[config.mk]
export PLATFORM = sky130hd
export DESIGN_NAME = base64_stream_decoder_top
export DESIGN_NICKNAME = d
export VERILOG_FILES = /design/src/hdl/b64d_pkg.sv /design/src/hdl/b64d_decode.sv /design/src/hdl/base64_stream_decoder_top.sv
export VERILOG_INCLUDE_DIRS = /design/src /design/src/hdl
export SDC_FILE = /design/constraint.sdc
export NUM_CORES = 1
export LEC_CHECK = 0
export BUFFER_PORTS_ARGS = -buffer_cell sky130_fd_sc_hd__buf_2
export CAP_MARGIN = 30
export CORE_MARGIN = 2
export CORE_UTILIZATION = 36
export CTS_BUF_LIST = sky130_fd_sc_hd__clkbuf_8 sky130_fd_sc_hd__clkbuf_16
export CTS_CLUSTER_DIAMETER = 120
export CTS_CLUSTER_SIZE = 16
export DETAILED_ROUTE_END_ITERATION = 7
export GPL_TIMING_DRIVEN = 0
export SYNTH_ARGS = -nofsm -noshare
export SYNTH_HDL_FRONTEND = slang
export SYNTH_SLANG_ARGS = --single-unit
[constraint.sdc]
create_clock -name clk -period 10.7 [get_ports clk]
set_input_delay 1.07 -clock clk [delete_from_list [all_inputs] [get_ports clk]]
set_output_delay 1.07 -clock clk [all_outputs]
set_load 0.02 [all_outputs]
[src/hdl/assert_macros.svh]
// assertion helpers shared by the rtl files
`ifndef ASSERT_MACROS_SVH
`define ASSERT_MACROS_SVH

// same-cycle implication, held off during reset
`define ASSERT_IMPLIES(label, clk, rst, ante, cons) \
  label: assert property (@(posedge clk) disable iff (rst) (ante) |-> (cons)) \
    else $error("assertion failed");

// next-cycle implication, held off during reset
`define ASSERT_NEXT(label, clk, rst, ante, cons) \
  label: assert property (@(posedge clk) disable iff (rst) (ante) |=> (cons)) \
    else $error("assertion failed");

`endif

[src/hdl/b64d_pkg.sv]
package b64d_pkg;

  localparam logic [6:0] PAD_VALUE = 7'd127;

  localparam logic [7:0] CHAR_SPACE = 8'd32;
  localparam logic [7:0] CHAR_TAB   = 8'd9;
  localparam logic [7:0] CHAR_LF    = 8'd10;
  localparam logic [7:0] CHAR_CR    = 8'd13;

  localparam logic [6:0] CHAR_UPPER_A = 7'h41;
  localparam logic [6:0] CHAR_UPPER_Z = 7'h5a;
  localparam logic [6:0] CHAR_LOWER_A = 7'h61;
  localparam logic [6:0] CHAR_LOWER_Z = 7'h7a;
  localparam logic [6:0] CHAR_DIGIT_0 = 7'h30;
  localparam logic [6:0] CHAR_DIGIT_9 = 7'h39;
  localparam logic [6:0] CHAR_PLUS    = 7'h2b;
  localparam logic [6:0] CHAR_SLASH   = 7'h2f;
  localparam logic [6:0] CHAR_EQUALS  = 7'h3d;

  localparam int MAX_RESULTS = 4;

  typedef enum logic {
    KIND_DATA   = 1'b0,
    KIND_STATUS = 1'b1
  } kind_t;

  typedef struct packed {
    kind_t      kind;
    logic [7:0] data;
    logic       invalid;
  } result_t;

  // results caused by one accepted item, packed from slot 0 up
  typedef struct packed {
    result_t [MAX_RESULTS-1:0] res;
    logic [2:0]                count;
  } bundle_t;

  typedef struct packed {
    logic       ok;
    logic [6:0] val;
  } sym_map_t;

  function automatic sym_map_t map_symbol(input logic [6:0] c);
    sym_map_t m;
    m.ok  = 1'b1;
    m.val = '0;
    if (c >= CHAR_UPPER_A && c <= CHAR_UPPER_Z) begin
      m.val = 7'(c - CHAR_UPPER_A);
    end else if (c >= CHAR_LOWER_A && c <= CHAR_LOWER_Z) begin
      m.val = 7'(c - CHAR_LOWER_A + 7'd26);
    end else if (c >= CHAR_DIGIT_0 && c <= CHAR_DIGIT_9) begin
      m.val = 7'(c - CHAR_DIGIT_0 + 7'd52);
    end else if (c == CHAR_PLUS) begin
      m.val = 7'd62;
    end else if (c == CHAR_SLASH) begin
      m.val = 7'd63;
    end else if (c == CHAR_EQUALS) begin
      m.val = PAD_VALUE;
    end else begin
      m.ok = 1'b0;
    end
    return m;
  endfunction

  function automatic logic is_space(input logic [7:0] c);
    return c == CHAR_SPACE || c == CHAR_TAB || c == CHAR_LF || c == CHAR_CR;
  endfunction

endpackage

[src/hdl/b64d_decode.sv]
`include "assert_macros.svh"

module b64d_decode (
  input  logic              clk,
  input  logic              rst,
  input  logic              accept,
  input  logic              char_present,
  input  logic [7:0]        symbol_char,
  input  logic              end_of_string,
  output b64d_pkg::bundle_t bundle
);
  import b64d_pkg::*;

  logic [2:0][6:0] sym;
  logic [2:0][6:0] sym_next;
  logic [1:0]      count;
  logic [1:0]      count_next;
  logic            final_seen;
  logic            final_next;
  logic            err;
  logic            err_next;

  sym_map_t   mapped;
  logic       group_done;
  logic [6:0] s3;
  logic [2:0] n;
  logic [7:0] byte0;
  logic [7:0] byte1;
  logic [7:0] byte2;

  assign mapped = map_symbol(symbol_char[6:0]);

  // byte forms keep the padding value's bits as a full shift-and-or cut to eight bits would
  assign byte0 = {sym[0][5:0], 2'b00} | {5'b0, sym[1][6:4]};
  assign byte1 = {sym[1][3:0], 4'b0000} | {3'b000, sym[2][6:2]};
  assign byte2 = {sym[2][1:0], 6'b000000} | {1'b0, s3};

  always_comb begin
    sym_next   = sym;
    count_next = count;
    final_next = final_seen;
    err_next   = err;
    group_done = 1'b0;
    s3         = '0;
    n          = '0;
    bundle     = '0;

    if (accept && char_present) begin
      if (symbol_char[7]) begin
        err_next = 1'b1;
      end else if (!mapped.ok) begin
        if (!is_space(symbol_char)) begin
          err_next = 1'b1;
        end
      end else begin
        if (final_seen) begin
          err_next = 1'b1;
        end
        if (count != 2'd3) begin
          sym_next[count] = mapped.val;
          count_next      = 2'(count + 2'd1);
        end else begin
          group_done = 1'b1;
          s3         = mapped.val;
          count_next = '0;
          if (sym[0] == PAD_VALUE || sym[1] == PAD_VALUE) begin
            err_next = 1'b1;
          end
          if (sym[2] == PAD_VALUE || mapped.val == PAD_VALUE) begin
            final_next = 1'b1;
          end
        end
      end
    end

    if (group_done) begin
      bundle.res[n[1:0]] = '{kind: KIND_DATA, data: byte0, invalid: 1'b0};
      n = 3'(n + 3'd1);
      if (sym[2] != PAD_VALUE) begin
        bundle.res[n[1:0]] = '{kind: KIND_DATA, data: byte1, invalid: 1'b0};
        n = 3'(n + 3'd1);
      end
      if (s3 != PAD_VALUE) begin
        bundle.res[n[1:0]] = '{kind: KIND_DATA, data: byte2, invalid: 1'b0};
        n = 3'(n + 3'd1);
      end
    end

    if (accept && end_of_string) begin
      bundle.res[n[1:0]] = '{kind: KIND_STATUS, data: 8'h00,
                             invalid: err_next || (count_next != 2'd0)};
      n          = 3'(n + 3'd1);
      sym_next   = '0;
      count_next = '0;
      final_next = 1'b0;
      err_next   = 1'b0;
    end

    bundle.count = n;
  end

  always_ff @(posedge clk) begin
    if (rst) begin
      sym        <= '0;
      count      <= '0;
      final_seen <= 1'b0;
      err        <= 1'b0;
    end else begin
      sym        <= sym_next;
      count      <= count_next;
      final_seen <= final_next;
      err        <= err_next;
    end
  end

  `ASSERT_NEXT(a_end_clears, clk, rst, accept && end_of_string,
               count == 2'd0 && !final_seen && !err)
  `ASSERT_IMPLIES(a_idle_no_results, clk, rst, !accept, bundle.count == 3'd0)
  `ASSERT_IMPLIES(a_count_range, clk, rst, 1'b1, bundle.count <= 3'd4)

endmodule

[src/hdl/base64_stream_decoder_top.sv]
// channel  | dir | tdata                          | tuser        | tlast
// ---------+-----+--------------------------------+--------------+--------------
// s_       | in  | symbol_char                    | char_present | end_of_string
// m_       | out | data_byte, string_invalid, pad | result_kind  | last_of_run
//
// one item is taken per cycle while results keep flowing; each item decodes
// in the cycle it is accepted into a four-slot result buffer
// the result buffer drains one result per cycle while m_tready is high, so an
// item with more than one result holds s_tready low until the last is taken
// rst is synchronous and clears the decode state and the result buffer
// a stall on m_tready holds the buffer and, while any result is waiting,
// the input side as well
`include "assert_macros.svh"

module base64_stream_decoder_top (
  input  logic        clk,
  input  logic        rst,
  input  logic        s_tvalid,
  output logic        s_tready,
  input  logic [7:0]  s_tdata,   // [7:0] symbol_char
  input  logic        s_tuser,   // [0] char_present
  input  logic        s_tlast,
  output logic        m_tvalid,
  input  logic        m_tready,
  output logic [15:0] m_tdata,   // [7:0] data_byte, [8] string_invalid, [15:9] zero
  output logic        m_tuser,   // [0] result_kind
  output logic        m_tlast
);
  import b64d_pkg::*;

  logic    accept;
  bundle_t bundle;

  result_t [MAX_RESULTS-1:0] ent;
  logic [2:0]                cnt;
  logic [1:0]                rd;
  logic                      last;
  logic                      pop;
  result_t                   cur;

  assign last     = rd == 2'(cnt - 3'd1);
  assign m_tvalid = cnt != 3'd0;
  assign pop      = m_tvalid && m_tready;
  assign s_tready = (cnt == 3'd0) || (m_tready && last);
  assign accept   = s_tvalid && s_tready;

  b64d_decode u_decode (
    .clk           (clk),
    .rst           (rst),
    .accept        (accept),
    .char_present  (s_tuser),
    .symbol_char   (s_tdata),
    .end_of_string (s_tlast),
    .bundle        (bundle)
  );

  always_ff @(posedge clk) begin
    if (rst) begin
      cnt <= '0;
      rd  <= '0;
    end else if (accept && bundle.count != 3'd0) begin
      cnt <= bundle.count;
      rd  <= '0;
    end else if (pop) begin
      if (last) begin
        cnt <= '0;
        rd  <= '0;
      end else begin
        rd <= 2'(rd + 2'd1);
      end
    end
  end

  // payload, no reset needed
  always_ff @(posedge clk) begin
    if (accept && bundle.count != 3'd0) begin
      ent <= bundle.res;
    end
  end

  assign cur     = ent[rd];
  assign m_tdata = {7'b0, cur.invalid, cur.data};
  assign m_tuser = cur.kind;
  assign m_tlast = last;

  `ASSERT_IMPLIES(a_status_is_last, clk, rst, m_tvalid && m_tuser == KIND_STATUS,
                  m_tlast && m_tdata[7:0] == 8'h00)
  `ASSERT_IMPLIES(a_data_valid_flag, clk, rst, m_tvalid && m_tuser == KIND_DATA,
                  !m_tdata[8])
  `ASSERT_NEXT(a_drain_empty, clk, rst, pop && last && !(accept && bundle.count != 3'd0),
               !m_tvalid)

endmodule

Word level (Yosys, flattened, before mapping). Cells that the tools add are included.

Add/sub/neg operators: 10. Multipliers: 0. Div/mod/pow operators: 0. $lt $le $gt $ge: 13. Equality and inequality tests: 15. Shifts and indexed selects: 0. Muxes and demuxes: 56. Bitwise logic cells: 5. Reductions and logical operators: 30.

Operator list (count): two-way mux 40 bit (3); bitwise mux 40 bit (2); two-way mux 7 bit (11); demux 10 bit (select 2 bit) (2); two-way mux 10 bit (4); == test 7 bit (second input constant) (4); == test 8 x 4 -> 1 bit (second input constant) (3); bitwise mux 21 bit (1); == test 7 x 6 -> 1 bit (second input constant) (3); two-way mux 3 bit (7); binary-select mux 10 bit (select 2 bit) (1); two-way mux 1 bit (17); demux 7 bit (select 2 bit) (1); >= comparator 7 bit (second input constant) (2); less-or-equal comparator 7 bit (second input constant) (2); inequality test 7 bit (second input constant) (2); subtractor 7 bit (second input constant) (2); logical AND 1 bit (12); less-than comparator 2 x 3 -> 1 bit (second input constant) (4); two-way mux 2 bit (6); two-way mux 9 bit (1); == test 8 x 6 -> 1 bit (second input constant) (1); bitwise OR 8 x 3 -> 8 bit (1); bitwise OR 8 x 5 -> 8 bit (1); other kinds (21) (36).

Register bits after elaboration: 70. Bits in latches: 0. Bits in writable memories: 0. Bits in read-only memories: 0. Input port bits: 14. Output and inout port bits: 20. Logic and storage cells: 149. Memories: 0.

Longest topological paths before layout. Gate-level depths: netlist of the first run.

Depth after elaboration: 20. Gate-level depth with buffers: 18. Depth with buffers taken out: 16.

Hierarchy. A second synthesis of the first run with hierarchy kept.

Cells, all modules: 387. Area total of the unflattened synthesis: 4017.6 µm².

Modules (own cells, without submodules): b64d_decode (times used 1, cells an instance 291, area an instance 2229.6 µm², sequential area each 500.5 µm²); base64_stream_decoder_top (times used 1, cells an instance 96, area an instance 1788.0 µm², sequential area each 1301.2 µm²).

Worst setup path before layout of the first run. Ideal clock, no wire load.

Path kind: input to register. From: input port s_tdata[2]. To: register ent[0] (netlist bit) (enable). Library setup time: 0.406 ns. Arrival: 5.089 ns. Data required time: 10.294 ns. Setup slack: 5.206 ns. Stages: 15. Path buffers: 1. Cell sequence: buf_6 -> inv_1 -> ha_1 -> and2_1 -> o31ai_2 -> nor2_1 -> o211a_1 -> or3_4 -> or3_4 -> clkinv_4 -> ha_1 -> nor2_1 -> inv_1 -> ha_1 -> a41oi_2.

Longest elaborated chain between the ends: 18. Elaborated cells between the ends (all ways): 43. Those cells by class: add/sub (6); order compare (6); eq/ne (4); mux (22); reduce/logical (5).

Ends and longest elaborated chain: start, declared (RTL line base64_stream_decoder_top.sv:20) `input logic [7:0] s_tdata,`; branches (longest 13 deep; another with subtractor 7 x 6 -> 7 bit); two-way mux 3 bit (*) (RTL line b64d_decode.sv:76) `if (group_done) begin`; adder 3 x 1 -> 3 bit (RTL line b64d_decode.sv:92) `n = 3'(n + 3'd1);`; two-way mux 3 bit (*) (RTL line b64d_decode.sv:89) `if (accept && end_of_string) begin`; nonzero test 3 bit (*) (RTL line base64_stream_decoder_top.sv:76) `if (accept && bundle.count != 3'd0) begin`; logical AND 1 bit (*) (RTL line base64_stream_decoder_top.sv:76); end signal, assigned (RTL line base64_stream_decoder_top.sv:77) `ent <= bundle.res;`; end, declared (RTL line base64_stream_decoder_top.sv:34) `result_t [MAX_RESULTS-1:0] ent;`.

Mark *: on every way between the ends. A chain may end at the register's enable or synchronous reset.

==> impl_metrics.toml, run 1 <==
[status]
status = "completed"

[drt]
drt-total-wl_mm = 8.41
vias = 2943
firstDrtPassIters = 4
drt-initial-drc-count = 120
drc = 0
met1_length_mm = 4.02
wire_per_inst_um = 14.5
wl_met3_um = 304
final_antenna_net_count = 0
wl_met2_mm = 4.07
highest_layer = "met4"
viasPerCell = 5.07

[synth]
ys.flop_type = "edfxtp_1"
ys_seq_area_frac = 0.411
synthArstFlopShare = 0
synthTopCellsByArea = "edfxtp_1 25%, dfxtp_1 16%, ha_1 6.6%"
synthCells = 395
synth_cell_types = 66
syn_area_per_cell_um2 = 9.62
synthesis.area_um2 = 3800
yosys.area.top_type_share = 0.253
synth_warnings = 0
ys_ff_latch = 62
synth_edf_count = 32
yosys.area.top_type = "edfxtp_1"

[die]
initial_core_util = 0.370
core_area_um2 = 10300
dieArea_um2 = 11400
die_w_um = 107
num_rows = 37
die_y_um = 107
pin_count = 34

[global_route]
grt_max_degree = 29
grt_overflow = 0
grt_pass1_vias = 2755
gr-usage-all-layers = 0.155
antenna_found_initial = 0
grt_pass1_wl_mm = 13.9

[pwr]
peakVddDrop_mv = 0.0661
p_leak_uw = 0.00154
power_density_nw_per_um2 = 117
p_total_uw = 506

[worst_hold_path]
hold_depth = 2
hold_start = "cnt[1]"
hold_path.class = "register to register"
whs_endpoint = "cnt[1]"

[clocking]
numCtsBuffers = 9
path_clk_slew_ns = 0.08
cts_sinks = 62
cts_tree = "yes"
root_buffer = "clkbuf_8"
clock_path_buffers = 2
postCtsHoldBufs = 0
clk_latency_ns = 0.34
cts_resized = 0
htreeDepth = 3
cts_setup_buffers = 0

[cells_and_area]
drive_gt1_frac = 0.189
final-seq-area_um2 = 1560
nNetsFinal = 473
area_delta_synth_final_pct = 13.9
diodes = 0
fillers = 1038
final_cells = 580
multi_input_area_um2 = 2040
fin_util = 0.421

[timing]
period_needed_ns = 5.37
min_period_over_period = 0.502
fmax_mhz = 186
hold_violations = 0
tns_ns = 0
setup_ws_ns = 5.33
rsz0062_at_grt = "false"
relSlewSlack = 0.534
fin_worst_skew_ns = 0.0143
final_max_slew_viol_count = 0
finalSetupViolations = 0
worst_pin_slew_ns = 0.699

[critical_path]
max_stage_delay_ns = 0.45
endpoint_kind = "register"
crit_top_cell = "ha_1"
crit_buf_inv = 5
critical_path_class = "input port to register"
path_delay_family = "simple AND/OR/NAND/NOR gates"
r2r.worst_path.cells = 17
cp_data_arrival_time_ns = 5.51
crit_fanout = 9
r2r_slack_ns = 5.88
worstPathCellList = "buf_2, inv_1, ha_1, and2_1, o31ai_2, nor2_1, o211a_1, or3_4, or3_4, clkinv_4, ha_1, nor2_1, inv_1, ha_1, and2_1, or3_1, clkbuf_2, nor3_1"
r2r-end = "ent[27]"
crit_required_ns = 10.84
critPathSlowestCell = "or3_4"
r2r_start = "cnt[0]"
worstSetupStartpointType = "input port"

[run]
maxCapViolCount = 0

[placement]
io_buffers = 26
dp.final_hpwl_mm = 6.38
placed_cells = 564
place_worst_setup_slack_ns = 5.01
gp_congestion = 0.948
## report_power, final
| group | internal, uW | switching, uW | total, uW |
|---|---|---|---|
| logic | 25.2 | 45.3 | 70.6 |
| registers | 255 | 2.14 | 257 |
| clock network | 84.1 | 94.3 | 178 |
| total | 365 | 142 | 506 |
## metrics by stage
| stage | hold WS, ns | area, um2 |
|---|---|---|
| 2_1_floorplan | 0.446 | 3820 |
| 4_1_cts | 0.514 | 4330 |
| 6_report | 0.512 | 4330 |
| 3_3_place_gp | 0.464 | 4120 |
| 5_1_grt | 0.527 | 4330 |
| 3_5_place_dp | 0.497 | 4150 |
## cells by family after synthesis
logic type / share of synthesized area
DFF: 0.411
and+or+nand+nor: 0.218
other: 0.000987
AOI/OAI and AO/OA: 0.171
buffers and inverters: 0.0596
muxes: 0.0570
adders and majority gates: 0.0659
xor gates and xnor gates: 0.0161
## how the worst max path moves through the flow
stage                     from  endpoint  slack, ns  cells after the start
floorplan           s_tdata[2]    ent[0]       5.21                     15
global placement    s_tdata[1]   ent[18]       4.39                     15
detailed placement  s_tdata[1]   ent[27]       5.01                     18
CTS                 s_tdata[1]   ent[27]       5.37                     18
global route        s_tdata[1]   ent[27]       4.98                     18
finish              s_tdata[1]   ent[27]       5.33                     18
## state kept, by name (all words and copies together) (netlist names)
name / flops
ent: 32
u_decode.sym: 21
cnt: 3
rd: 2
u_decode.count: 2
u_decode.err: 1
u_decode.final_seen: 1
## per-layer routing
layer,track usage,vias to the layer above
met2,0.258,54
met4,0.0445,0
met1,0.205,1372
met3,0.0298,3
met5,0,-
li1,-,1514
## cell usage in the layout (no fill, tap or decap), types with 16 or more instances in the layout
master / synthesis / routed
a211oi_1: 17 / 17
and2_1: 22 / 22
buf_2: 5 / 31
dfxtp_1: 30 / 30
edfxtp_1: 32 / 32
ha_1: 20 / 20
inv_1: 18 / 18
mux2i_1: 16 / 16
nand2_1: 26 / 26
nor2_1: 43 / 43
nor3_1: 17 / 17
o21ai_0: 17 / 17
## layout make-up
| class | instances | area share |
|---|---|---|
| multi-input cells | 295 | 0.473 |
| flip-flops and latches | 62 | 0.361 |
| well taps | 136 | 0.0393 |
| repair buffers | 27 | 0.0347 |
| plain buffers | 25 | 0.0347 |
| clock buffers | 9 | 0.0286 |
| inverters | 19 | 0.0176 |
| clock inverters | 7 | 0.0113 |
## cells in the mapped netlist (all sizes together), types with 2 or more instances
| master | count |
|---|---|
| a211oi | 17 |
| a21oi | 14 |
| a31oi | 2 |
| a32oi | 3 |
| a41oi | 2 |
| and2 | 22 |
| and3 | 2 |
| and3b | 2 |
| buf | 19 |
| clkbuf | 6 |
| dfxtp | 30 |
| edfxtp | 32 |
| ha | 20 |
| inv | 18 |
| mux2i | 16 |
| mux4 | 2 |
| nand2 | 26 |
| nand2b | 5 |
| nand3 | 10 |
| nand3b | 3 |
| nand4 | 5 |
| nor2 | 43 |
| nor2b | 5 |
| nor3 | 18 |
| nor3b | 3 |
| nor4b | 2 |
| o211a | 2 |
| o211ai | 4 |
| o21a | 3 |
| o21ai | 18 |
| o221ai | 2 |
| o22ai | 2 |
| o2bb2ai | 2 |
| o31ai | 6 |
| or2 | 3 |
| or3 | 4 |
| xnor2 | 6 |
## worst reg2reg max path, cell delays in order, from the launching register on
cell and delay, ns:
dfxtp_1 0.37, inv_1 0.06, ha_1 0.30, xnor2_1 0.15
o31ai_2 0.42, nand4_1 0.33, nor2b_1 0.28, nand3_1 0.22
or3_4 0.47, clkinv_4 0.10, ha_1 0.25, nor2_1 0.40
inv_1 0.13, ha_1 0.19, and2_1 0.16, or3_1 0.32
clkbuf_2 0.18, nor3_1 0.31
Power figures use the tool's default switching activity.
==> run 2: changes to the inputs <==
ABC_AREA = 1   (was unset)
clock period = 4.85 ns   (was 10.7 ns; I/O delays follow)
==> impl_metrics.toml, run 2 <==
[clocking]
postCtsHoldBufs = 0
clk_latency_ns = 0.34
cts_tree = "yes"
path_clk_slew_ns = 0.07
cts_sinks = 62
cts_setup_buffers = 0
root_buffer = "clkbuf_8"
clock_path_buffers = 2
cts_resized = 0
numCtsBuffers = 9
htreeDepth = 3

[synth]
ys.flop_type = "edfxtp_1"
synthesis.area_um2 = 3800
yosys.area.top_type_share = 0.253
synth_common_cells = "72 x nor2_1, 64 x inv_1, 60 x nand2_1"
ys_ff_latch = 62
synth_edf_count = 32
synth_warnings = 0
ys_seq_area_frac = 0.411
synth_cell_types = 39
synth_most_common_cell = "nor2_1"
synthCells = 486
synthArstFlopShare = 0
yosys.area.top_type = "edfxtp_1"
synthTopCellsByArea = "edfxtp_1 25%, dfxtp_1 16%, nor2_1 7.1%"
syn_area_per_cell_um2 = 7.82

[die]
pin_count = 34
core_area_um2 = 10300
die_w_um = 107
num_rows = 37
die_y_um = 107
dieArea_um2 = 11400
initial_core_util = 0.370

[status]
status = "completed"

[cells_and_area]
diodes = 0
finish.instance_area_um2 = 4340
nNetsFinal = 562
largest_reg_flops = 32
drive_gt1_frac = 0.174
multi_input_area_um2 = 1880
fillers = 1039
area_delta_synth_final_pct = 14.3
final_cell_mix = "72 x nor2_1, 65 x inv_1, 60 x nand2_1"
mostFrequentLayoutCell = "nor2_1"
final-seq-area_um2 = 1560
reg_top3 = "ent (32), u_decode.sym (21), cnt (3)"
top_register = "ent"

[global_route]
grt_overflow = 0
antenna_found_initial = 0
grt_pass1_vias = 3053
grt_pass1_wl_mm = 14.3
grt_max_degree = 20
gr-usage-all-layers = 0.158

[critical_path]
crit_fanout = 19
worstSetupStartpoint = "s_tdata[2]"
endpoint_kind = "register"
r2r_slack_ns = 0.66
crit_end = "ent[25]"
crit_required_ns = 4.90
cp_data_arrival_time_ns = 4.31
r2r.worst_path.cells = 22
critical_path_class = "input port to register"
worstSetupStartpointType = "input port"
r2r_start = "cnt[0]"
r2r-end = "ent[25]"

[pwr]
p_int_uw = 861
seqPwrFrac = 0.479
p_leak_uw = 0.00186
p_clk_frac = 0.378
peakVddDrop_mv = 0.134
p_switching_uw = 329
pwr-share-comb = 0.142
switching_share = 0.276
power_density_nw_per_um2 = 274
p_total_uw = 1190

[drt]
firstDrtPassIters = 5
viasPerCell = 4.84
wire_per_inst_um = 12.9
drt-total-wl_mm = 8.62
vias = 3235
final_antenna_net_count = 0
drc = 0
drt-initial-drc-count = 242

[timing]
min_period_over_period = 0.880
relSlewSlack = 0.442
finalSetupViolations = 0
hold_violations = 0
fin_worst_skew_ns = 0.0112
tns_ns = 0
rsz0062_at_grt = "false"
fmax_mhz = 234
final_max_slew_viol_count = 0
period_needed_ns = 4.27
worst_pin_slew_ns = 0.830

[run]
maxCapViolCount = 0

[placement]
placed_area_um2 = 4140
dp.final_hpwl_mm = 6.65
gp_congestion = 0.846
io_buffers = 24

[worst_hold_path]
hold_path.class = "input port to register"
run 2: cell type report:
| cell class | count | share of cell area |
|---|---|---|
| flip-flops and latches | 62 | 0.360 |
| clock buffers | 11 | 0.0401 |
| well taps | 136 | 0.0392 |
| multi-input cells | 339 | 0.433 |
| clock inverters | 5 | 0.00663 |
| inverters | 71 | 0.0614 |
| plain buffers | 20 | 0.0262 |
| repair buffers | 25 | 0.0340 |
run 2: kinds of logic after synthesis:
| logic type | share of synthesized area |
|---|---|
| and+or+nand+nor | 0.263 |
| AOI/OAI and AO/OA | 0.140 |
| buffers and inverters | 0.100 |
| DFF | 0.411 |
| adders and majority gates | 0.0659 |
| xor gates and xnor gates | 0.0184 |
| other | 0.000987 |
run 2: worst min-delay path by stage:
stage                             to              from  slack (ns)  cells after the start
floorplan            u_decode.sym[0]   u_decode.sym[0]        0.44                      2
global placement              cnt[2]            cnt[2]        0.47                      2
detailed placement  u_decode.sym[10]  u_decode.sym[10]        0.47                      2
CTS                           cnt[1]               rst        0.33                      2
global route                  cnt[0]               rst        0.34                      2
finish                        cnt[2]               rst        0.33                      2
run 2: worst max-delay path, stage by stage:
cell and delay, ns:
buf_2 0.18, inv_2 0.10, ha_1 0.25, nand2_1 0.09
nand2_1 0.05, nor2_1 0.13, nand2_1 0.08, nand2_2 0.13
nand2_2 0.11, o21ai_0 0.09, o211ai_1 0.11, nand2_1 0.29
nor2_1 0.09, nand3_2 0.12, inv_1 0.05, ha_1 0.28
inv_1 0.08, nand3_2 0.11, ha_1 0.29, or2_2 0.30
nand3_1 0.10, nor2_2 0.06, inv_1 0.49, buf_16 0.23
run 2: power groups by stage:
stage                     logic [uW]  clock network, uW  registers [uW]
after floorplan                  119                  0             581
after global placement           164                  0             583
after detailed placement         169                  0             582
after CTS                        170                460             571
after global routing             188                482             572
final                            169                450             571
run 2: through the flow:
step                       util  std cells  hold slack, ns  setup WS [ns]
after floorplan               -        492           0.444          0.840
after global placement    0.400        652           0.467         0.0395
after detailed placement  0.403        653           0.467          0.244
after CTS                 0.422        669           0.326          0.595
after global routing      0.422        669           0.336          0.281
final                     0.422        669           0.334          0.582
run 2: metal layers:
metal  share of wire  global-route usage  vias up
li1                -                   -     1677
met1            0.46               0.201     1467
met2            0.48               0.272       82
met3           0.044              0.0280        9
met4           0.013              0.0510        0
met5               0                   0        -
